$ cat config.mk
export PLATFORM = sky130hd
export DESIGN_NAME = odp_gamma_ram
export DESIGN_NICKNAME = d
export VERILOG_FILES = /design/src/rtl/core/odp_pkg.sv /design/src/rtl/core/odp_gamma_ram.sv
export SDC_FILE = /design/constraint.sdc
export NUM_CORES = 2
export LEC_CHECK = 0
export BUFFER_PORTS_ARGS = -buffer_cell sky130_fd_sc_hd__clkbuf_2
export CORE_MARGIN = 4
export CORE_UTILIZATION = 48
export CTS_BUF_LIST = sky130_fd_sc_hd__clkbuf_8
export CTS_CLUSTER_SIZE = 20
export DETAILED_ROUTE_END_ITERATION = 8
export HOLD_SLACK_MARGIN = 0.03
export REMOVE_ABC_BUFFERS = 1
export SKIP_LAST_GASP = 1
export SLEW_MARGIN = 20
export SYNTH_ARGS = -nofsm -noshare
export SYNTH_HDL_FRONTEND = slang
export SYNTH_SLANG_ARGS = --single-unit
$ cat constraint.sdc
create_clock -name clock -period 5.57 [get_ports clock]
set_input_delay 0.8355 -clock clock [delete_from_list [all_inputs] [get_ports clock]]
set_output_delay 0.8355 -clock clock [all_outputs]
set_load 0.02 [all_outputs]
$ cat src/rtl/core/odp_pkg.sv
package odp_pkg;

   // operation carried by one request word
   localparam logic OP_PIXEL       = 1'b0;
   localparam logic OP_GAMMA_WRITE = 1'b1;

   // configuration register indexes
   localparam logic CSR_DITHER_MODE      = 1'b0;
   localparam logic CSR_THREE_COMPONENTS = 1'b1;

   localparam int CSR_DATA_WIDTH = 2;

   // dither mode codes
   localparam logic [1:0] MODE_COLOUR = 2'd0;
   localparam logic [1:0] MODE_MONO   = 2'd1;
   localparam logic [1:0] MODE_GREY   = 2'd2;

   // register reset values
   localparam logic [1:0] DITHER_MODE_RESET      = MODE_COLOUR;
   localparam logic       THREE_COMPONENTS_RESET = 1'b1;

   // luminance weights, 0.59 / 0.20 / 0.11 in 256ths
   localparam logic [7:0] LUM_WEIGHT_R = 8'd151;
   localparam logic [7:0] LUM_WEIGHT_G = 8'd51;
   localparam logic [7:0] LUM_WEIGHT_B = 8'd28;

   localparam logic [3:0] GREY_TOP = 4'd15;

   typedef enum logic [1:0] {
      PATH_COLOUR,
      PATH_MONO,
      PATH_GREY
   } path_type;

   typedef struct packed {
      logic       op;
      logic [7:0] red;
      logic [7:0] green;
      logic [7:0] blue;
      logic       end_of_row;
      logic       end_of_image;
      logic [7:0] gamma_address;
      logic [7:0] gamma_value;
   } req_type;

   typedef struct packed {
      logic       is_grey_level;
      logic [6:0] palette_index;
   } rsp_type;

   // 256-step threshold, index is column * 16 + row
   localparam logic [7:0] THR256 [256] = '{
      8'd0,8'd223,8'd48,8'd207,8'd14,8'd237,8'd62,8'd221,
      8'd3,8'd226,8'd51,8'd210,8'd13,8'd236,8'd61,8'd220,
      8'd175,8'd80,8'd128,8'd96,8'd189,8'd94,8'd141,8'd110,
      8'd178,8'd83,8'd130,8'd99,8'd188,8'd93,8'd140,8'd109,
      8'd191,8'd32,8'd239,8'd16,8'd205,8'd46,8'd253,8'd30,
      8'd194,8'd35,8'd242,8'd19,8'd204,8'd45,8'd252,8'd29,
      8'd112,8'd143,8'd64,8'd159,8'd126,8'd157,8'd78,8'd173,
      8'd115,8'd146,8'd67,8'd162,8'd125,8'd156,8'd77,8'd172,
      8'd11,8'd234,8'd59,8'd218,8'd5,8'd228,8'd53,8'd212,
      8'd8,8'd231,8'd56,8'd215,8'd6,8'd229,8'd54,8'd213,
      8'd186,8'd91,8'd138,8'd107,8'd180,8'd85,8'd132,8'd101,
      8'd183,8'd88,8'd135,8'd104,8'd181,8'd86,8'd133,8'd102,
      8'd202,8'd43,8'd250,8'd27,8'd196,8'd37,8'd244,8'd21,
      8'd199,8'd40,8'd247,8'd24,8'd197,8'd38,8'd245,8'd22,
      8'd123,8'd154,8'd75,8'd170,8'd117,8'd148,8'd69,8'd164,
      8'd120,8'd151,8'd72,8'd167,8'd118,8'd149,8'd70,8'd165,
      8'd12,8'd235,8'd60,8'd219,8'd2,8'd225,8'd50,8'd209,
      8'd15,8'd238,8'd63,8'd222,8'd1,8'd224,8'd49,8'd208,
      8'd187,8'd92,8'd139,8'd108,8'd177,8'd82,8'd129,8'd98,
      8'd190,8'd95,8'd142,8'd111,8'd176,8'd81,8'd128,8'd97,
      8'd203,8'd44,8'd251,8'd28,8'd193,8'd34,8'd241,8'd18,
      8'd206,8'd47,8'd254,8'd31,8'd192,8'd33,8'd240,8'd17,
      8'd124,8'd155,8'd76,8'd171,8'd114,8'd145,8'd66,8'd161,
      8'd127,8'd158,8'd79,8'd174,8'd113,8'd144,8'd65,8'd160,
      8'd7,8'd230,8'd55,8'd214,8'd9,8'd232,8'd57,8'd216,
      8'd4,8'd227,8'd52,8'd211,8'd10,8'd233,8'd58,8'd217,
      8'd182,8'd87,8'd134,8'd103,8'd184,8'd89,8'd136,8'd105,
      8'd179,8'd84,8'd131,8'd100,8'd185,8'd90,8'd137,8'd106,
      8'd198,8'd39,8'd246,8'd23,8'd200,8'd41,8'd248,8'd25,
      8'd195,8'd36,8'd243,8'd20,8'd201,8'd42,8'd249,8'd26,
      8'd119,8'd150,8'd71,8'd166,8'd121,8'd152,8'd73,8'd168,
      8'd116,8'd147,8'd68,8'd163,8'd122,8'd153,8'd74,8'd169
   };

   // 16-step threshold
   localparam logic [3:0] THR16 [256] = '{
      4'd0,4'd13,4'd3,4'd12,4'd1,4'd14,4'd4,4'd13,4'd0,4'd13,4'd3,4'd12,4'd1,4'd14,4'd4,4'd13,
      4'd10,4'd5,4'd8,4'd6,4'd11,4'd6,4'd8,4'd6,4'd10,4'd5,4'd8,4'd6,4'd11,4'd5,4'd8,4'd6,
      4'd11,4'd2,4'd14,4'd1,4'd12,4'd3,4'd15,4'd2,4'd11,4'd2,4'd14,4'd1,4'd12,4'd3,4'd15,4'd2,
      4'd7,4'd8,4'd4,4'd9,4'd7,4'd9,4'd5,4'd10,4'd7,4'd9,4'd4,4'd10,4'd7,4'd9,4'd5,4'd10,
      4'd1,4'd14,4'd3,4'd13,4'd0,4'd13,4'd3,4'd12,4'd0,4'd14,4'd3,4'd13,4'd0,4'd13,4'd3,4'd13,
      4'd11,4'd5,4'd8,4'd6,4'd11,4'd5,4'd8,4'd6,4'd11,4'd5,4'd8,4'd6,4'd11,4'd5,4'd8,4'd6,
      4'd12,4'd3,4'd15,4'd2,4'd12,4'd2,4'd14,4'd1,4'd12,4'd2,4'd15,4'd1,4'd12,4'd2,4'd14,4'd1,
      4'd7,4'd9,4'd4,4'd10,4'd7,4'd9,4'd4,4'd10,4'd7,4'd9,4'd4,4'd10,4'd7,4'd9,4'd4,4'd10,
      4'd1,4'd14,4'd4,4'd13,4'd0,4'd13,4'd3,4'd12,4'd1,4'd14,4'd4,4'd13,4'd0,4'd13,4'd3,4'd12,
      4'd11,4'd5,4'd8,4'd6,4'd10,4'd5,4'd8,4'd6,4'd11,4'd6,4'd8,4'd7,4'd10,4'd5,4'd8,4'd6,
      4'd12,4'd3,4'd15,4'd2,4'd11,4'd2,4'd14,4'd1,4'd12,4'd3,4'd15,4'd2,4'd11,4'd2,4'd14,4'd1,
      4'd7,4'd9,4'd4,4'd10,4'd7,4'd9,4'd4,4'd9,4'd7,4'd9,4'd5,4'd10,4'd7,4'd8,4'd4,4'd9,
      4'd0,4'd14,4'd3,4'd13,4'd1,4'd14,4'd3,4'd13,4'd0,4'd13,4'd3,4'd12,4'd1,4'd14,4'd3,4'd13,
      4'd11,4'd5,4'd8,4'd6,4'd11,4'd5,4'd8,4'd6,4'd11,4'd5,4'd8,4'd6,4'd11,4'd5,4'd8,4'd6,
      4'd12,4'd2,4'd14,4'd1,4'd12,4'd2,4'd15,4'd1,4'd11,4'd2,4'd14,4'd1,4'd12,4'd2,4'd15,4'd2,
      4'd7,4'd9,4'd4,4'd10,4'd7,4'd9,4'd4,4'd10,4'd7,4'd9,4'd4,4'd10,4'd7,4'd9,4'd4,4'd10
   };

   // 32-step threshold, green
   localparam logic [4:0] THR32 [256] = '{
      5'd0,5'd27,5'd6,5'd25,5'd2,5'd29,5'd8,5'd27,5'd0,5'd27,5'd6,5'd26,5'd2,5'd29,5'd7,5'd27,
      5'd21,5'd10,5'd16,5'd12,5'd23,5'd11,5'd17,5'd13,5'd22,5'd10,5'd16,5'd12,5'd23,5'd11,5'd17,5'd13,
      5'd23,5'd4,5'd29,5'd2,5'd25,5'd6,5'd31,5'd4,5'd24,5'd4,5'd29,5'd2,5'd25,5'd5,5'd31,5'd4,
      5'd14,5'd17,5'd8,5'd19,5'd15,5'd19,5'd9,5'd21,5'd14,5'd18,5'd8,5'd20,5'd15,5'd19,5'd9,5'd21,
      5'd1,5'd28,5'd7,5'd27,5'd1,5'd28,5'd6,5'd26,5'd1,5'd28,5'd7,5'd26,5'd1,5'd28,5'd7,5'd26,
      5'd23,5'd11,5'd17,5'd13,5'd22,5'd10,5'd16,5'd12,5'd22,5'd11,5'd16,5'd13,5'd22,5'd10,5'd16,5'd12,
      5'd25,5'd5,5'd30,5'd3,5'd24,5'd4,5'd30,5'd3,5'd24,5'd5,5'd30,5'd3,5'd24,5'd5,5'd30,5'd3,
      5'd15,5'd19,5'd9,5'd21,5'd14,5'd18,5'd8,5'd20,5'd15,5'd18,5'd9,5'd20,5'd14,5'd18,5'd8,5'd20,
      5'd1,5'd29,5'd7,5'd27,5'd0,5'd27,5'd6,5'd25,5'd2,5'd29,5'd8,5'd27,5'd0,5'd27,5'd6,5'd25,
      5'd23,5'd11,5'd17,5'd13,5'd22,5'd10,5'd16,5'd12,5'd23,5'd12,5'd17,5'd13,5'd21,5'd10,5'd16,5'd12,
      5'd25,5'd5,5'd31,5'd3,5'd23,5'd4,5'd29,5'd2,5'd25,5'd6,5'd31,5'd4,5'd23,5'd4,5'd29,5'd2,
      5'd15,5'd19,5'd9,5'd21,5'd14,5'd18,5'd8,5'd20,5'd15,5'd19,5'd10,5'd21,5'd14,5'd18,5'd8,5'd19,
      5'd1,5'd28,5'd7,5'd26,5'd1,5'd28,5'd7,5'd26,5'd0,5'd28,5'd6,5'd26,5'd1,5'd28,5'd7,5'd26,
      5'd22,5'd11,5'd16,5'd12,5'd22,5'd11,5'd17,5'd13,5'd22,5'd10,5'd16,5'd12,5'd23,5'd11,5'd17,5'd13,
      5'd24,5'd5,5'd30,5'd3,5'd24,5'd5,5'd30,5'd3,5'd24,5'd4,5'd30,5'd2,5'd24,5'd5,5'd30,5'd3,
      5'd14,5'd18,5'd9,5'd20,5'd15,5'd19,5'd9,5'd20,5'd14,5'd18,5'd8,5'd20,5'd15,5'd19,5'd9,5'd21
   };

   // 64-step threshold, red and blue
   localparam logic [5:0] THR64 [256] = '{
      6'd0,6'd55,6'd12,6'd51,6'd3,6'd59,6'd15,6'd55,6'd1,6'd56,6'd13,6'd52,6'd3,6'd58,6'd15,6'd54,
      6'd43,6'd20,6'd32,6'd24,6'd47,6'd23,6'd35,6'd27,6'd44,6'd20,6'd32,6'd24,6'd47,6'd23,6'd35,6'd27,
      6'd47,6'd8,6'd59,6'd4,6'd51,6'd11,6'd63,6'd7,6'd48,6'd9,6'd60,6'd5,6'd50,6'd11,6'd62,6'd7,
      6'd28,6'd35,6'd16,6'd39,6'd31,6'd39,6'd19,6'd43,6'd28,6'd36,6'd16,6'd40,6'd31,6'd39,6'd19,6'd43,
      6'd3,6'd58,6'd15,6'd54,6'd1,6'd56,6'd13,6'd52,6'd2,6'd57,6'd14,6'd53,6'd1,6'd57,6'd13,6'd53,
      6'd46,6'd22,6'd34,6'd26,6'd45,6'd21,6'd33,6'd25,6'd45,6'd22,6'd33,6'd26,6'd45,6'd21,6'd33,6'd25,
      6'd50,6'd11,6'd62,6'd7,6'd48,6'd9,6'd60,6'd5,6'd49,6'd10,6'd61,6'd6,6'd49,6'd9,6'd61,6'd5,
      6'd30,6'd38,6'd18,6'd42,6'd29,6'd37,6'd17,6'd41,6'd30,6'd37,6'd18,6'd41,6'd29,6'd37,6'd17,6'd41,
      6'd3,6'd58,6'd15,6'd54,6'd0,6'd56,6'd12,6'd52,6'd4,6'd59,6'd16,6'd55,6'd0,6'd55,6'd12,6'd51,
      6'd46,6'd23,6'd34,6'd27,6'd44,6'd20,6'd32,6'd24,6'd47,6'd23,6'd35,6'd27,6'd44,6'd20,6'd32,6'd24,
      6'd50,6'd11,6'd62,6'd7,6'd48,6'd8,6'd60,6'd4,6'd51,6'd12,6'd63,6'd8,6'd47,6'd8,6'd59,6'd4,
      6'd31,6'd38,6'd19,6'd42,6'd28,6'd36,6'd16,6'd40,6'd31,6'd39,6'd19,6'd43,6'd28,6'd36,6'd16,6'd40,
      6'd2,6'd57,6'd14,6'd53,6'd2,6'd57,6'd14,6'd53,6'd1,6'd56,6'd13,6'd52,6'd2,6'd58,6'd14,6'd54,
      6'd45,6'd21,6'd33,6'd25,6'd46,6'd22,6'd34,6'd26,6'd44,6'd21,6'd32,6'd25,6'd46,6'd22,6'd34,6'd26,
      6'd49,6'd10,6'd61,6'd6,6'd49,6'd10,6'd61,6'd6,6'd48,6'd9,6'd60,6'd5,6'd50,6'd10,6'd62,6'd6,
      6'd29,6'd37,6'd17,6'd41,6'd30,6'd38,6'd18,6'd42,6'd29,6'd36,6'd17,6'd40,6'd30,6'd38,6'd18,6'd42
   };

endpackage

$ cat src/rtl/core/odp_gamma_ram.sv
module odp_gamma_ram
   import odp_pkg::*;
(
   input  logic       clock,
   input  logic       wr_en,
   input  logic [7:0] wr_addr,
   input  logic [7:0] wr_data,
   input  logic       rd_en,
   input  logic [7:0] rd_addr,
   output logic [7:0] rd_data
);

   logic [7:0] mem_ff [256];
   logic [7:0] rd_data_ff;

   always_ff @(posedge clock) begin
      if (wr_en) begin
         mem_ff[wr_addr] <= wr_data;
      end
      if (rd_en) begin
         rd_data_ff <= mem_ff[rd_addr];
      end
   end

   assign rd_data = rd_data_ff;

endmodule

### After elaboration in Yosys (flattened, before gate mapping)

Memory sizes are Yosys's and may differ from the RTL's. A register that Yosys moved wholly into a read port is not among the register bits.
Index checks and enable logic that the tools add are counted.

* memories kept: 1
* register bits after elaboration: 0
* memory bits (writable): 2048
* output and inout bits: 8
* word-level logic and storage cells: 3
* input port bits: 27

* mux-type cells: 2

Memory list
* mem_ff: words 256, width 8, rd ports 1, clocked after memory_dff 1, write ports 1, RTL line odp_gamma_ram.sv:13 `logic [7:0] mem_ff [256];`

Operators with widths (number)
* $mux 1: 2

### Longest topological paths before layout

* depth after elaboration: 2
* gate-level depth with buffers: 11
* depth with buffers taken out: 6

### Worst setup path before layout

No wires, ideal clock.

* kind: input port to flip-flop
* from: in rd_addr[0]
* to: reg rd_data_ff[2], in the netlist rd_data[2], read port of mem_ff, data pin
* setup time: 269 ps
* required time: 5301 ps
* cell stages on the path: 9
* path buffers: 4
* setup slack: 2658 ps
* arrival time: 2643 ps
* cells stage by stage: buf_6 -> buf_12 -> buf_8 -> buf_2 -> mux4_2 -> a22oi_1 -> a21oi_1 -> nor4_1 -> nor4_2

RTL lines
* start: declaration: RTL line odp_gamma_ram.sv:9 `input logic [7:0] rd_addr,`
* end: declaration: RTL line odp_gamma_ram.sv:14 `logic [7:0] rd_data_ff;`

==> flow_summary.toml <==
[place]
preCtsSetupSlack_ns = 0.7143
portBuffers = 34
place_hpwl_um = 124800
gp_congestion = 0.8402

[logic_synthesis]
synth_ff_type = "edfxtp_1"
yosysSeqAreaShare = 0.7753
netlist.area_leader.share = 0.7753
synthCells = 3733
yosysWarnings = 0
syn_area_um2 = 79640
synth.distinct_cells = 54
synth.most_common_cell = "edfxtp_1"
synth.area.top_cells = "edfxtp_1, mux4_2, mux2i_1"
syn_avg_cell_area_um2 = 21.33
yosys.area.top_type = "edfxtp_1"
synth_edf_count = 2056
asyncSetResetFlopFracSynth = 0
synth_seq_cells = 2056
ys_top_cells_by_count = "edfxtp_1, mux4_2, nor2_1, mux2i_1, a22oi_1"

[setup_path]
startpoint_type = "input pin"
cp.arrival_ns = 4.54
crit_type = "in2reg"
end_kind = "flip-flop"
path_max_fanout = 37
cp.required_ns = 6.33

[floorplan]
die-area_um2 = 172500
die_w_um = 415.3
start_util = 0.4827
io_pins = 35
die_h_um = 415.3
core_region_area_um2 = 165000
rows = 149

[clocking]
cts_tree = "built"
insertion_delay_ns = 1.05
hold_buffers = 0
path_clk_slew_ns = 0.06
root_buffer = "clkbuf_8"
cts_resized = 0
clock-sinks = 2056
post_cts_buffers = 0
htree_levels = 5
clk_path_buf_depth = 4
cts_made_buffers = 340

[sta]
fmax_mhz = 264.4
grt_setup_unrepaired = "false"
drv_slew = 0
timing.final.crit_share = 0.6791
setup_violations = 0
hold_viol = 0
skew_ns = 0.06293
slew_headroom = 0.2375
setup_tns_ns = 0
worstMarginPinSlew_ns = 1.144
fin_crit_ns = 3.783
setup_slack_ns = 1.787

[final_layout]
fillerInstances = 12820
areaGrowthSynthToFinish_pct = 10.74
drive_above_1_share = 0.2400
layout.nets = 4022

[detailed_routing]
finalWirelength_um = 207400
postRouteAntennaNets = 0
drc = 0
dr.pass1.iters = 6
drt_iter0_markers = 4589
vias = 39610
avgViaCountPerCell = 6.166
wire_per_inst_um = 32.28

[global_routing]
grtUsageTotal = 0.2411
grt-ovfl-total = 0
grt_pass1_vias = 40490
grt_max_degree = 146
grt_pass1_wl_um = 298200
antenna_found_initial = 5

[pwr]
leakage_nw = 27.43
pwr_density_cell_nw_per_um2 = 344.9
ir_worst_vdd_uv = 310.8

[hold_path]
hold_path_class = "in2reg"

[outcome]
status = "complete, no violations"

[run]
max-cap-violations = 0
-- cell type report --
class                           instances  area [um2]  area share
Clock inverter                        231        1040     0.01179
Inverter                                2       7.507  0.00008513
Timing Repair Buffer                  153        1406     0.01595
Clock buffer                          345        4748     0.05384
Sequential cell                      2056       61740      0.7001
Multi-Input combinational cell       1442       16490      0.1870
Tap cell                             2189        2739     0.03106
Antenna cell                            6       15.01   0.0001703
-- state kept, by name, summed over array words and instances (netlist names) --
| name | cells |
|---|---|
| mem_ff | 2048 |
| rd_data | 8 |
-- path summary, 6_finish.rpt --
kind / slack [ns] / endpoint / from / depth (start not counted)
worst max-delay path: 1.79 / rd_data[5] / rd_addr[0] / 10
worst min-delay path: 0.24 / mem_ff[11][0] / wr_data[0] / 1
worst max register to register: 2.36 / rd_data[5] / mem_ff[27][5] / 7
worst min register to register: 1.21 / rd_data[6] / mem_ff[199][6] / 5
-- per-layer routing --
metal | vias up | share of wire | wire length (um) | track usage
met5 | - | 0.00020 | 41 | 0
met4 | 6 | 0.037 | 7710 | 0.09009
met3 | 447 | 0.080 | 16640 | 0.05150
met2 | 1817 | 0.48 | 99200 | 0.3774
met1 | 21070 | 0.40 | 83770 | 0.3373
li1 | 16270 | - | - | -
-- cells by family (layout without fill, tap and decap cells) --
kind of cell | after synthesis | after routing | share of synthesized area
buffers and inverters | 235 | 731 | 0.01829
other | 0 | 6 | 0
DFF | 2056 | 2056 | 0.7753
muxes | 591 | 591 | 0.1460
AOI/OAI and AO/OA | 385 | 385 | 0.03416
and+or+nand+nor | 466 | 466 | 0.02625
-- cells in the final DEF, fill, tap and decap left out, drive strengths merged, types with 16 or more instances in the layout --
master / instances
clkbuf: 367
nor2: 282
nor2b: 31
a211oi: 16
nor4: 27
o22ai: 28
edfxtp: 2056
buf: 131
nand3: 34
a21oi: 96
a22oi: 133
o221ai: 47
clkinv: 129
inv: 95
mux4: 456
nor3: 22
nand2: 33
mux2i: 134
-- critical path, stage by stage --
cell	delay [ns]
buf_8	0.22
buf_12	0.29
buf_12	0.32
buf_4	0.30
mux4_2	0.54
a221oi_1	0.48
o221ai_1	0.22
a211oi_1	0.91
buf_4	0.27
nor4_1	0.05
-- power by group --
group	total [W]	switching, W	internal, W
logic	0.00157	0.00105	0.000519
clock network	0.0117	0.00585	0.00590
registers	0.0171	0.0000206	0.0171
total	0.0304	0.00692	0.0235
-- stage by stage --
step	util	instances	power (W)	hold slack (ns)	area (um2)
global placement	0.4993	5842	0.01898	1.229	82380
CTS	0.5344	6418	0.03063	0.1774	88170
global route	0.5345	6421	0.03143	0.2104	88180
floorplan	-	3500	0.01801	0.8573	78190
detailed placement	0.4993	5842	0.01900	1.221	82380
finish	0.5345	6424	0.03041	0.2399	88190
Power figures use the tool's default switching activity.
