### config.mk
export PLATFORM = sky130hd
export DESIGN_NAME = odp_quantiser
export DESIGN_NICKNAME = d
export VERILOG_FILES = /design/src/rtl/core/odp_pkg.sv /design/src/rtl/core/odp_quantiser.sv
export SDC_FILE = /design/constraint.sdc
export NUM_CORES = 1
export LEC_CHECK = 0
export BUFFER_PORTS_ARGS = -buffer_cell sky130_fd_sc_hd__buf_2
export CORE_ASPECT_RATIO = 1.1
export CORE_UTILIZATION = 50
export DETAILED_ROUTE_END_ITERATION = 6
export GPL_TIMING_DRIVEN = 1
export PLACE_DENSITY = 0.7
export REMOVE_ABC_BUFFERS = 1
export SYNTH_ARGS = -nofsm -noshare
export SYNTH_HDL_FRONTEND = slang
export SYNTH_SLANG_ARGS = --single-unit
export TNS_END_PERCENT = 10
### constraint.sdc
create_clock -name vclk -period 6.8
set_input_delay 1.36 -clock vclk [all_inputs]
set_output_delay 1.36 -clock vclk [all_outputs]
set_load 0.03 [all_outputs]
### src/rtl/core/odp_pkg.sv
package odp_pkg;

   // operation carried by one request word
   localparam logic OP_PIXEL       = 1'b0;
   localparam logic OP_GAMMA_WRITE = 1'b1;

   // configuration register indexes
   localparam logic CSR_DITHER_MODE      = 1'b0;
   localparam logic CSR_THREE_COMPONENTS = 1'b1;

   localparam int CSR_DATA_WIDTH = 2;

   // dither mode codes
   localparam logic [1:0] MODE_COLOUR = 2'd0;
   localparam logic [1:0] MODE_MONO   = 2'd1;
   localparam logic [1:0] MODE_GREY   = 2'd2;

   // register reset values
   localparam logic [1:0] DITHER_MODE_RESET      = MODE_COLOUR;
   localparam logic       THREE_COMPONENTS_RESET = 1'b1;

   // luminance weights, 0.59 / 0.20 / 0.11 in 256ths
   localparam logic [7:0] LUM_WEIGHT_R = 8'd151;
   localparam logic [7:0] LUM_WEIGHT_G = 8'd51;
   localparam logic [7:0] LUM_WEIGHT_B = 8'd28;

   localparam logic [3:0] GREY_TOP = 4'd15;

   typedef enum logic [1:0] {
      PATH_COLOUR,
      PATH_MONO,
      PATH_GREY
   } path_type;

   typedef struct packed {
      logic       op;
      logic [7:0] red;
      logic [7:0] green;
      logic [7:0] blue;
      logic       end_of_row;
      logic       end_of_image;
      logic [7:0] gamma_address;
      logic [7:0] gamma_value;
   } req_type;

   typedef struct packed {
      logic       is_grey_level;
      logic [6:0] palette_index;
   } rsp_type;

   // 256-step threshold, index is column * 16 + row
   localparam logic [7:0] THR256 [256] = '{
      8'd0,8'd223,8'd48,8'd207,8'd14,8'd237,8'd62,8'd221,
      8'd3,8'd226,8'd51,8'd210,8'd13,8'd236,8'd61,8'd220,
      8'd175,8'd80,8'd128,8'd96,8'd189,8'd94,8'd141,8'd110,
      8'd178,8'd83,8'd130,8'd99,8'd188,8'd93,8'd140,8'd109,
      8'd191,8'd32,8'd239,8'd16,8'd205,8'd46,8'd253,8'd30,
      8'd194,8'd35,8'd242,8'd19,8'd204,8'd45,8'd252,8'd29,
      8'd112,8'd143,8'd64,8'd159,8'd126,8'd157,8'd78,8'd173,
      8'd115,8'd146,8'd67,8'd162,8'd125,8'd156,8'd77,8'd172,
      8'd11,8'd234,8'd59,8'd218,8'd5,8'd228,8'd53,8'd212,
      8'd8,8'd231,8'd56,8'd215,8'd6,8'd229,8'd54,8'd213,
      8'd186,8'd91,8'd138,8'd107,8'd180,8'd85,8'd132,8'd101,
      8'd183,8'd88,8'd135,8'd104,8'd181,8'd86,8'd133,8'd102,
      8'd202,8'd43,8'd250,8'd27,8'd196,8'd37,8'd244,8'd21,
      8'd199,8'd40,8'd247,8'd24,8'd197,8'd38,8'd245,8'd22,
      8'd123,8'd154,8'd75,8'd170,8'd117,8'd148,8'd69,8'd164,
      8'd120,8'd151,8'd72,8'd167,8'd118,8'd149,8'd70,8'd165,
      8'd12,8'd235,8'd60,8'd219,8'd2,8'd225,8'd50,8'd209,
      8'd15,8'd238,8'd63,8'd222,8'd1,8'd224,8'd49,8'd208,
      8'd187,8'd92,8'd139,8'd108,8'd177,8'd82,8'd129,8'd98,
      8'd190,8'd95,8'd142,8'd111,8'd176,8'd81,8'd128,8'd97,
      8'd203,8'd44,8'd251,8'd28,8'd193,8'd34,8'd241,8'd18,
      8'd206,8'd47,8'd254,8'd31,8'd192,8'd33,8'd240,8'd17,
      8'd124,8'd155,8'd76,8'd171,8'd114,8'd145,8'd66,8'd161,
      8'd127,8'd158,8'd79,8'd174,8'd113,8'd144,8'd65,8'd160,
      8'd7,8'd230,8'd55,8'd214,8'd9,8'd232,8'd57,8'd216,
      8'd4,8'd227,8'd52,8'd211,8'd10,8'd233,8'd58,8'd217,
      8'd182,8'd87,8'd134,8'd103,8'd184,8'd89,8'd136,8'd105,
      8'd179,8'd84,8'd131,8'd100,8'd185,8'd90,8'd137,8'd106,
      8'd198,8'd39,8'd246,8'd23,8'd200,8'd41,8'd248,8'd25,
      8'd195,8'd36,8'd243,8'd20,8'd201,8'd42,8'd249,8'd26,
      8'd119,8'd150,8'd71,8'd166,8'd121,8'd152,8'd73,8'd168,
      8'd116,8'd147,8'd68,8'd163,8'd122,8'd153,8'd74,8'd169
   };

   // 16-step threshold
   localparam logic [3:0] THR16 [256] = '{
      4'd0,4'd13,4'd3,4'd12,4'd1,4'd14,4'd4,4'd13,4'd0,4'd13,4'd3,4'd12,4'd1,4'd14,4'd4,4'd13,
      4'd10,4'd5,4'd8,4'd6,4'd11,4'd6,4'd8,4'd6,4'd10,4'd5,4'd8,4'd6,4'd11,4'd5,4'd8,4'd6,
      4'd11,4'd2,4'd14,4'd1,4'd12,4'd3,4'd15,4'd2,4'd11,4'd2,4'd14,4'd1,4'd12,4'd3,4'd15,4'd2,
      4'd7,4'd8,4'd4,4'd9,4'd7,4'd9,4'd5,4'd10,4'd7,4'd9,4'd4,4'd10,4'd7,4'd9,4'd5,4'd10,
      4'd1,4'd14,4'd3,4'd13,4'd0,4'd13,4'd3,4'd12,4'd0,4'd14,4'd3,4'd13,4'd0,4'd13,4'd3,4'd13,
      4'd11,4'd5,4'd8,4'd6,4'd11,4'd5,4'd8,4'd6,4'd11,4'd5,4'd8,4'd6,4'd11,4'd5,4'd8,4'd6,
      4'd12,4'd3,4'd15,4'd2,4'd12,4'd2,4'd14,4'd1,4'd12,4'd2,4'd15,4'd1,4'd12,4'd2,4'd14,4'd1,
      4'd7,4'd9,4'd4,4'd10,4'd7,4'd9,4'd4,4'd10,4'd7,4'd9,4'd4,4'd10,4'd7,4'd9,4'd4,4'd10,
      4'd1,4'd14,4'd4,4'd13,4'd0,4'd13,4'd3,4'd12,4'd1,4'd14,4'd4,4'd13,4'd0,4'd13,4'd3,4'd12,
      4'd11,4'd5,4'd8,4'd6,4'd10,4'd5,4'd8,4'd6,4'd11,4'd6,4'd8,4'd7,4'd10,4'd5,4'd8,4'd6,
      4'd12,4'd3,4'd15,4'd2,4'd11,4'd2,4'd14,4'd1,4'd12,4'd3,4'd15,4'd2,4'd11,4'd2,4'd14,4'd1,
      4'd7,4'd9,4'd4,4'd10,4'd7,4'd9,4'd4,4'd9,4'd7,4'd9,4'd5,4'd10,4'd7,4'd8,4'd4,4'd9,
      4'd0,4'd14,4'd3,4'd13,4'd1,4'd14,4'd3,4'd13,4'd0,4'd13,4'd3,4'd12,4'd1,4'd14,4'd3,4'd13,
      4'd11,4'd5,4'd8,4'd6,4'd11,4'd5,4'd8,4'd6,4'd11,4'd5,4'd8,4'd6,4'd11,4'd5,4'd8,4'd6,
      4'd12,4'd2,4'd14,4'd1,4'd12,4'd2,4'd15,4'd1,4'd11,4'd2,4'd14,4'd1,4'd12,4'd2,4'd15,4'd2,
      4'd7,4'd9,4'd4,4'd10,4'd7,4'd9,4'd4,4'd10,4'd7,4'd9,4'd4,4'd10,4'd7,4'd9,4'd4,4'd10
   };

   // 32-step threshold, green
   localparam logic [4:0] THR32 [256] = '{
      5'd0,5'd27,5'd6,5'd25,5'd2,5'd29,5'd8,5'd27,5'd0,5'd27,5'd6,5'd26,5'd2,5'd29,5'd7,5'd27,
      5'd21,5'd10,5'd16,5'd12,5'd23,5'd11,5'd17,5'd13,5'd22,5'd10,5'd16,5'd12,5'd23,5'd11,5'd17,5'd13,
      5'd23,5'd4,5'd29,5'd2,5'd25,5'd6,5'd31,5'd4,5'd24,5'd4,5'd29,5'd2,5'd25,5'd5,5'd31,5'd4,
      5'd14,5'd17,5'd8,5'd19,5'd15,5'd19,5'd9,5'd21,5'd14,5'd18,5'd8,5'd20,5'd15,5'd19,5'd9,5'd21,
      5'd1,5'd28,5'd7,5'd27,5'd1,5'd28,5'd6,5'd26,5'd1,5'd28,5'd7,5'd26,5'd1,5'd28,5'd7,5'd26,
      5'd23,5'd11,5'd17,5'd13,5'd22,5'd10,5'd16,5'd12,5'd22,5'd11,5'd16,5'd13,5'd22,5'd10,5'd16,5'd12,
      5'd25,5'd5,5'd30,5'd3,5'd24,5'd4,5'd30,5'd3,5'd24,5'd5,5'd30,5'd3,5'd24,5'd5,5'd30,5'd3,
      5'd15,5'd19,5'd9,5'd21,5'd14,5'd18,5'd8,5'd20,5'd15,5'd18,5'd9,5'd20,5'd14,5'd18,5'd8,5'd20,
      5'd1,5'd29,5'd7,5'd27,5'd0,5'd27,5'd6,5'd25,5'd2,5'd29,5'd8,5'd27,5'd0,5'd27,5'd6,5'd25,
      5'd23,5'd11,5'd17,5'd13,5'd22,5'd10,5'd16,5'd12,5'd23,5'd12,5'd17,5'd13,5'd21,5'd10,5'd16,5'd12,
      5'd25,5'd5,5'd31,5'd3,5'd23,5'd4,5'd29,5'd2,5'd25,5'd6,5'd31,5'd4,5'd23,5'd4,5'd29,5'd2,
      5'd15,5'd19,5'd9,5'd21,5'd14,5'd18,5'd8,5'd20,5'd15,5'd19,5'd10,5'd21,5'd14,5'd18,5'd8,5'd19,
      5'd1,5'd28,5'd7,5'd26,5'd1,5'd28,5'd7,5'd26,5'd0,5'd28,5'd6,5'd26,5'd1,5'd28,5'd7,5'd26,
      5'd22,5'd11,5'd16,5'd12,5'd22,5'd11,5'd17,5'd13,5'd22,5'd10,5'd16,5'd12,5'd23,5'd11,5'd17,5'd13,
      5'd24,5'd5,5'd30,5'd3,5'd24,5'd5,5'd30,5'd3,5'd24,5'd4,5'd30,5'd2,5'd24,5'd5,5'd30,5'd3,
      5'd14,5'd18,5'd9,5'd20,5'd15,5'd19,5'd9,5'd20,5'd14,5'd18,5'd8,5'd20,5'd15,5'd19,5'd9,5'd21
   };

   // 64-step threshold, red and blue
   localparam logic [5:0] THR64 [256] = '{
      6'd0,6'd55,6'd12,6'd51,6'd3,6'd59,6'd15,6'd55,6'd1,6'd56,6'd13,6'd52,6'd3,6'd58,6'd15,6'd54,
      6'd43,6'd20,6'd32,6'd24,6'd47,6'd23,6'd35,6'd27,6'd44,6'd20,6'd32,6'd24,6'd47,6'd23,6'd35,6'd27,
      6'd47,6'd8,6'd59,6'd4,6'd51,6'd11,6'd63,6'd7,6'd48,6'd9,6'd60,6'd5,6'd50,6'd11,6'd62,6'd7,
      6'd28,6'd35,6'd16,6'd39,6'd31,6'd39,6'd19,6'd43,6'd28,6'd36,6'd16,6'd40,6'd31,6'd39,6'd19,6'd43,
      6'd3,6'd58,6'd15,6'd54,6'd1,6'd56,6'd13,6'd52,6'd2,6'd57,6'd14,6'd53,6'd1,6'd57,6'd13,6'd53,
      6'd46,6'd22,6'd34,6'd26,6'd45,6'd21,6'd33,6'd25,6'd45,6'd22,6'd33,6'd26,6'd45,6'd21,6'd33,6'd25,
      6'd50,6'd11,6'd62,6'd7,6'd48,6'd9,6'd60,6'd5,6'd49,6'd10,6'd61,6'd6,6'd49,6'd9,6'd61,6'd5,
      6'd30,6'd38,6'd18,6'd42,6'd29,6'd37,6'd17,6'd41,6'd30,6'd37,6'd18,6'd41,6'd29,6'd37,6'd17,6'd41,
      6'd3,6'd58,6'd15,6'd54,6'd0,6'd56,6'd12,6'd52,6'd4,6'd59,6'd16,6'd55,6'd0,6'd55,6'd12,6'd51,
      6'd46,6'd23,6'd34,6'd27,6'd44,6'd20,6'd32,6'd24,6'd47,6'd23,6'd35,6'd27,6'd44,6'd20,6'd32,6'd24,
      6'd50,6'd11,6'd62,6'd7,6'd48,6'd8,6'd60,6'd4,6'd51,6'd12,6'd63,6'd8,6'd47,6'd8,6'd59,6'd4,
      6'd31,6'd38,6'd19,6'd42,6'd28,6'd36,6'd16,6'd40,6'd31,6'd39,6'd19,6'd43,6'd28,6'd36,6'd16,6'd40,
      6'd2,6'd57,6'd14,6'd53,6'd2,6'd57,6'd14,6'd53,6'd1,6'd56,6'd13,6'd52,6'd2,6'd58,6'd14,6'd54,
      6'd45,6'd21,6'd33,6'd25,6'd46,6'd22,6'd34,6'd26,6'd44,6'd21,6'd32,6'd25,6'd46,6'd22,6'd34,6'd26,
      6'd49,6'd10,6'd61,6'd6,6'd49,6'd10,6'd61,6'd6,6'd48,6'd9,6'd60,6'd5,6'd50,6'd10,6'd62,6'd6,
      6'd29,6'd37,6'd17,6'd41,6'd30,6'd38,6'd18,6'd42,6'd29,6'd36,6'd17,6'd40,6'd30,6'd38,6'd18,6'd42
   };

endpackage

### src/rtl/core/odp_quantiser.sv
module odp_quantiser
   import odp_pkg::*;
(
   input  path_type   path,
   input  logic [7:0] pos,
   input  logic [7:0] value_a,
   input  logic [7:0] value_g,
   input  logic [7:0] value_b,
   output rsp_type    result
);

   logic [5:0] thr_rb;
   logic [4:0] thr_g;
   logic [3:0] thr_grey;
   logic [7:0] thr_mono;
   logic [1:0] level_r;
   logic [2:0] level_g;
   logic [1:0] level_b;
   logic [3:0] level_grey;

   always_comb begin
      thr_rb   = THR64[pos];
      thr_g    = THR32[pos];
      thr_grey = THR16[pos];
      thr_mono = THR256[pos];

      level_r = value_a[7:6];
      if (value_a[5:0] > thr_rb && value_a[7:6] != 2'd3) begin
         level_r = value_a[7:6] + 2'd1;
      end
      level_g = value_g[7:5];
      if (value_g[4:0] > thr_g && value_g[7:5] != 3'd7) begin
         level_g = value_g[7:5] + 3'd1;
      end
      level_b = value_b[7:6];
      if (value_b[5:0] > thr_rb && value_b[7:6] != 2'd3) begin
         level_b = value_b[7:6] + 2'd1;
      end
      level_grey = value_a[7:4];
      if (value_a[3:0] > thr_grey && value_a[7:4] != GREY_TOP) begin
         level_grey = value_a[7:4] + 4'd1;
      end

      unique case (path)
         PATH_COLOUR: begin
            result.is_grey_level = 1'b0;
            result.palette_index = {level_b, level_g, level_r};
         end
         PATH_MONO: begin
            result.is_grey_level = 1'b1;
            result.palette_index = (value_a < thr_mono) ? 7'd0 : {3'd0, GREY_TOP};
         end
         default: begin
            result.is_grey_level = 1'b1;
            result.palette_index = {3'd0, level_grey};
         end
      endcase
   end

endmodule

# After elaboration in Yosys (flattened, before gate mapping)
# Memories as Yosys holds them, arrays and structs flattened.
# Cells that the tools add are included.
[totals] ff_bits=0 rom_bits=5888 input_bits=34 out_inout_bits=8 wordCells=39 mem_count=4
[mem_list] name="(no name shown)" words=256 word_bits=8 rd=1 rd_ports_with_merged_regs=0 write_ports=0 line="odp_quantiser.sv:25" text="thr_mono = THR256[pos];"
[mem_list] name="(no name shown)" words=256 word_bits=6 rd=1 rd_ports_with_merged_regs=0 write_ports=0 line="odp_quantiser.sv:22" text="thr_rb = THR64[pos];"
[mem_list] name="(no name shown)" words=256 word_bits=5 rd=1 rd_ports_with_merged_regs=0 write_ports=0 line="odp_quantiser.sv:23" text="thr_g = THR32[pos];"
[mem_list] name="(no name shown)" words=256 word_bits=4 rd=1 rd_ports_with_merged_regs=0 write_ports=0 line="odp_quantiser.sv:24" text="thr_grey = THR16[pos];"
[op_classes] addsub=4 magnitude_cmp=6 eq_ne=5 mux=14 bitwise=1 n_reduce_logical=5
[ops] operator="two-way mux 4 bit" count=4
[ops] operator="two-way mux 8 bit" count=2
[ops] operator="case mux 8 bit (2 select lines)" count=1
[ops] operator="greater-than comparator 6 bit" count=2
[ops] operator="two-way mux 6 bit" count=2
[ops] operator="two-way mux 5 bit" count=2
[ops] operator=">= comparator 9 bit (second input constant)" count=1
[ops] operator="inverter 8 -> 9 bit" count=1
[ops] operator="less-than comparator 8 bit" count=1
[ops] operator="greater-than comparator 5 bit" count=1
[ops] operator="adder 2 x 1 -> 2 bit (second input constant)" count=2
[ops] operator="adder 4 x 1 -> 4 bit (second input constant)" count=1
[ops] operator="greater-than comparator 4 bit" count=1
[ops] operator="logical AND 1 bit" count=4
[ops] operator="two-way mux 2 bit" count=2
[ops] operator="!= test 2 bit (second input constant)" count=2
[ops] operator="!= test 4 bit (second input constant)" count=1
[ops] operator="adder 3 x 1 -> 3 bit (second input constant)" count=1
[ops] operator="two-way mux 3 bit" count=1
[ops] operator="!= test 3 bit (second input constant)" count=1
[ops] operator="equality test 2 x 1 -> 1 bit (second input constant)" count=1
[ops] operator="logical NOT 2 bit" count=1

# Longest topological paths before layout
[depth] depth_word=8 mapped_depth=17

# Worst setup path after synthesis
# Ideal clock, no wire load.
[synth_timing] kind="input -> output" start="input pos[0]" end="output result[3] (netlist bit)" arrival_ns=4.647 setup_slack_ns=0.793 cell_stages=16 path_buffers=3 path_cell_list="buf_2 > inv_1 > ha_1 > buf_2 > clkbuf_1 > nor2_1 > a211oi_1 > a31oi_1 > o221ai_1 > nand3_1 > ha_1 > and4_1 > a221oi_2 > nand4_1 > xor2_1 > o211ai_1"
[synth_lines] item="from (decl)" line="odp_quantiser.sv:5" text="input logic [7:0] pos,"
[synth_lines] item="to (decl)" line="odp_quantiser.sv:9" text="output rsp_type result"

==> summary.md <==
| Metric | Value |
|---|---|
| Max Fclk | `156 MHz` |
| CP max stage cell | `o21ai_0` |
| Max_slew headroom | `0.586` |
| Synthesis-to-finish area growth | `6.03%` |
| Synth top area share | `0.162` |
| Synth area leader | `ha_1` |
| Synth warnings | `0` |
| Pwr Density | `89.6 nW/um2` |
| Status | `complete, but fails checks` |
| Initial DRT Pass Iterations | `7` |
| Failing checks | `design-rule violations` |
| Top post-synthesis cells by area | `ha_1, o21ai_0, a21oi_1` |
| Startpoint Class | `input port` |
| Placement Rows | `32` |
| Die width | `84.9 um` |
| Final min period | `6.43 ns` |
| Pins Over Slew Limit | `0` |
| Die area | `7900 um2` |
| Post-cts resize count | `0` |
| CP Data Arrival Time | `5.07 ns` |
| Worst Hold Endpoint | `result[6]` |
| Initial drt markers | `686` |
| Worst slew pin tran | `0.620 ns` |
| Delay-heaviest family, CP | `compound AO/OA/AOI/OAI gates` |
| Pleak | `1.70 nW` |
| Crit-path max FO | `16` |
| Synth Area in XOR/XNOR | `0.0421` |
| Setup TNS | `0 ns` |
| Clock buffers | `0` |
| Post-Synthesis Cell Area | `3780 um2` |
| Main combinational cell family by area after synthesis | `compound AO/OA/AOI/OAI gates` |
| Multi-input combinational cell area | `3400 um2` |
| CP Data Required Time | `5.44 ns` |
| Drt total wl | `13500 um` |
| Final Util | `0.559` |
| Hold path depth | `4` |
| Largest net degree at the start of global routing | `40` |
| Register area share after synthesis | `0` |
| Antenna Nets Post-Route | `0` |
| Synth top cells by count | `o21ai_0, a21oi_1, ha_1` |
| Worst hold start | `value_b[7]` |
| Worst min path class | `in -> out` |
| Buffers on Ports | `42` |
| Flip-flop and latch count | `0` |
| DRC Markers | `6` |
| Die H | `93.1 um` |
| Vias in the first global route | `4311` |
| Postcts setup bufs | `0` |
| Gpl congestion | `0.961` |
| Post-synthesis adder-cell area fraction | `0.162` |
| Fillers | `723` |
| Seq. cell area | `0 um2` |
| Worst path cell trace | `buf_2, inv_1, ha_1, buf_4, xor2_1, xnor2_1, a311oi_1, o21ai_0, ha_1, and4_1, a31oi_1, o21ai_0, a21oi_1, mux2i_1, o221ai_1, buf_2` |
| Nets | `654` |
| Final Hold Vio Count | `0` |
| Hpwl dp | `9840 um` |
| # IOs | `42` |
| Multiplexer share of the synthesized area | `0.0871` |
| Vias/cell | `7.10` |
| Synthesized instance count | `559` |
| Initial Util | `0.527` |
| Kind of critical path | `in -> out` |
| Tcrit/Tclk final | `0.945` |
| WP buf/inv | `4` |
| Peak supply drop | `0.0550 mV` |
| Post-Synth Simple-Gate Area | `0.200` |
| Global-route wire length before repair | `21800 um` |
| Proportion of layout cells with a drive suffix above 1 | `0.155` |
| Via count | `4643` |
| WL/cell | `20.7 um` |
| Count of different cell masters after synthesis | `67` |
| Synth Area in Compound Gates | `0.408` |
| Setup repair after global routing missed its margin | `false` |
| Grt total ovfl | `0` |
| Post-CTS Hold Fix Bufs | `0` |
| Tot GR Track Use | `0.341` |
| Max-cap viol count | `0` |
| Most common cell in the netlist | `o21ai_0` |
| Avg Inst Size Synth | `6.76 um2` |
| Final setup viols | `0` |
| Number of antenna violations at the first check in global routing | `0` |
| N_diodes | `0` |
| Critical path endpoint category | `primary output` |
| Core Area | `7170 um2` |
| Max stage delay on crit path | `0.51 ns` |
[cell families (layout without fill, tap and decap cells)]
family / Yosys count / after routing
xor gates and xnor gates: 16 / 16
AOI/OAI and AO/OA: 234 / 234
muxes: 25 / 25
adders and majority gates: 49 / 49
and+or+nand+nor: 158 / 158
buffers and inverters: 77 / 87
[through the flow]
step / hold slack, ns / power, mW / instances / worst slack (ns) / cell area, um2
final: 3.14 / 0.359 / 654 / 0.374 / 4000
after detailed placement: 3.14 / 0.348 / 654 / 0.513 / 4000
after global placement: 3.13 / 0.341 / 654 / 0.616 / 4000
after floorplan: 2.97 / 0.222 / 502 / 0.775 / 3470
after global routing: 3.16 / 0.391 / 654 / 0.134 / 4000
after CTS: 3.14 / 0.350 / 654 / 0.505 / 4000
[placed cells by master (no fill, tap or decap), types with 9 or more instances in the layout]
| cell type | n |
|---|---|
| a211oi_1 | 18 |
| a21oi_1 | 54 |
| a31oi_1 | 12 |
| buf_2 | 42 |
| buf_4 | 23 |
| ha_1 | 49 |
| inv_1 | 19 |
| mux2i_1 | 16 |
| nand2_1 | 44 |
| nand2b_1 | 12 |
| nand3_1 | 16 |
| nor2_1 | 42 |
| nor2b_1 | 9 |
| nor3_1 | 9 |
| o211ai_1 | 16 |
| o21ai_0 | 57 |
[cell type report]
cell class,count,area share
multi-input cells,482,0.849
repair buffers,67,0.106
well taps,85,0.0266
inverters,20,0.0188
[power breakdown]
part           internal [mW]  switching (mW)  total [mW]  leakage [nW]
registers                  0               0           0             0
clock network              0               0           0             0
logic                  0.139           0.220       0.359          1.70
[how the worst max path moves through the flow]
stage	cells after the start	slack, ns	from	endpoint
6_report	16	0.37	pos[1]	result[1]
5_1_grt	16	0.13	pos[1]	result[1]
3_3_place_gp	15	0.62	pos[0]	result[1]
3_5_place_dp	16	0.51	pos[1]	result[1]
4_1_cts	17	0.51	pos[1]	result[2]
2_1_floorplan	14	0.77	pos[0]	result[3]
[layer usage]
layer  GRT usage  part of all wire  vias to the layer above
li1            -                 -                     2144
met2       0.568              0.44                      340
met1       0.446              0.40                     2105
met3      0.0441              0.12                       54
met4       0.138             0.043                        0
met5           0                 0                        -
No activity file was read; power rests on OpenSTA's default activity.
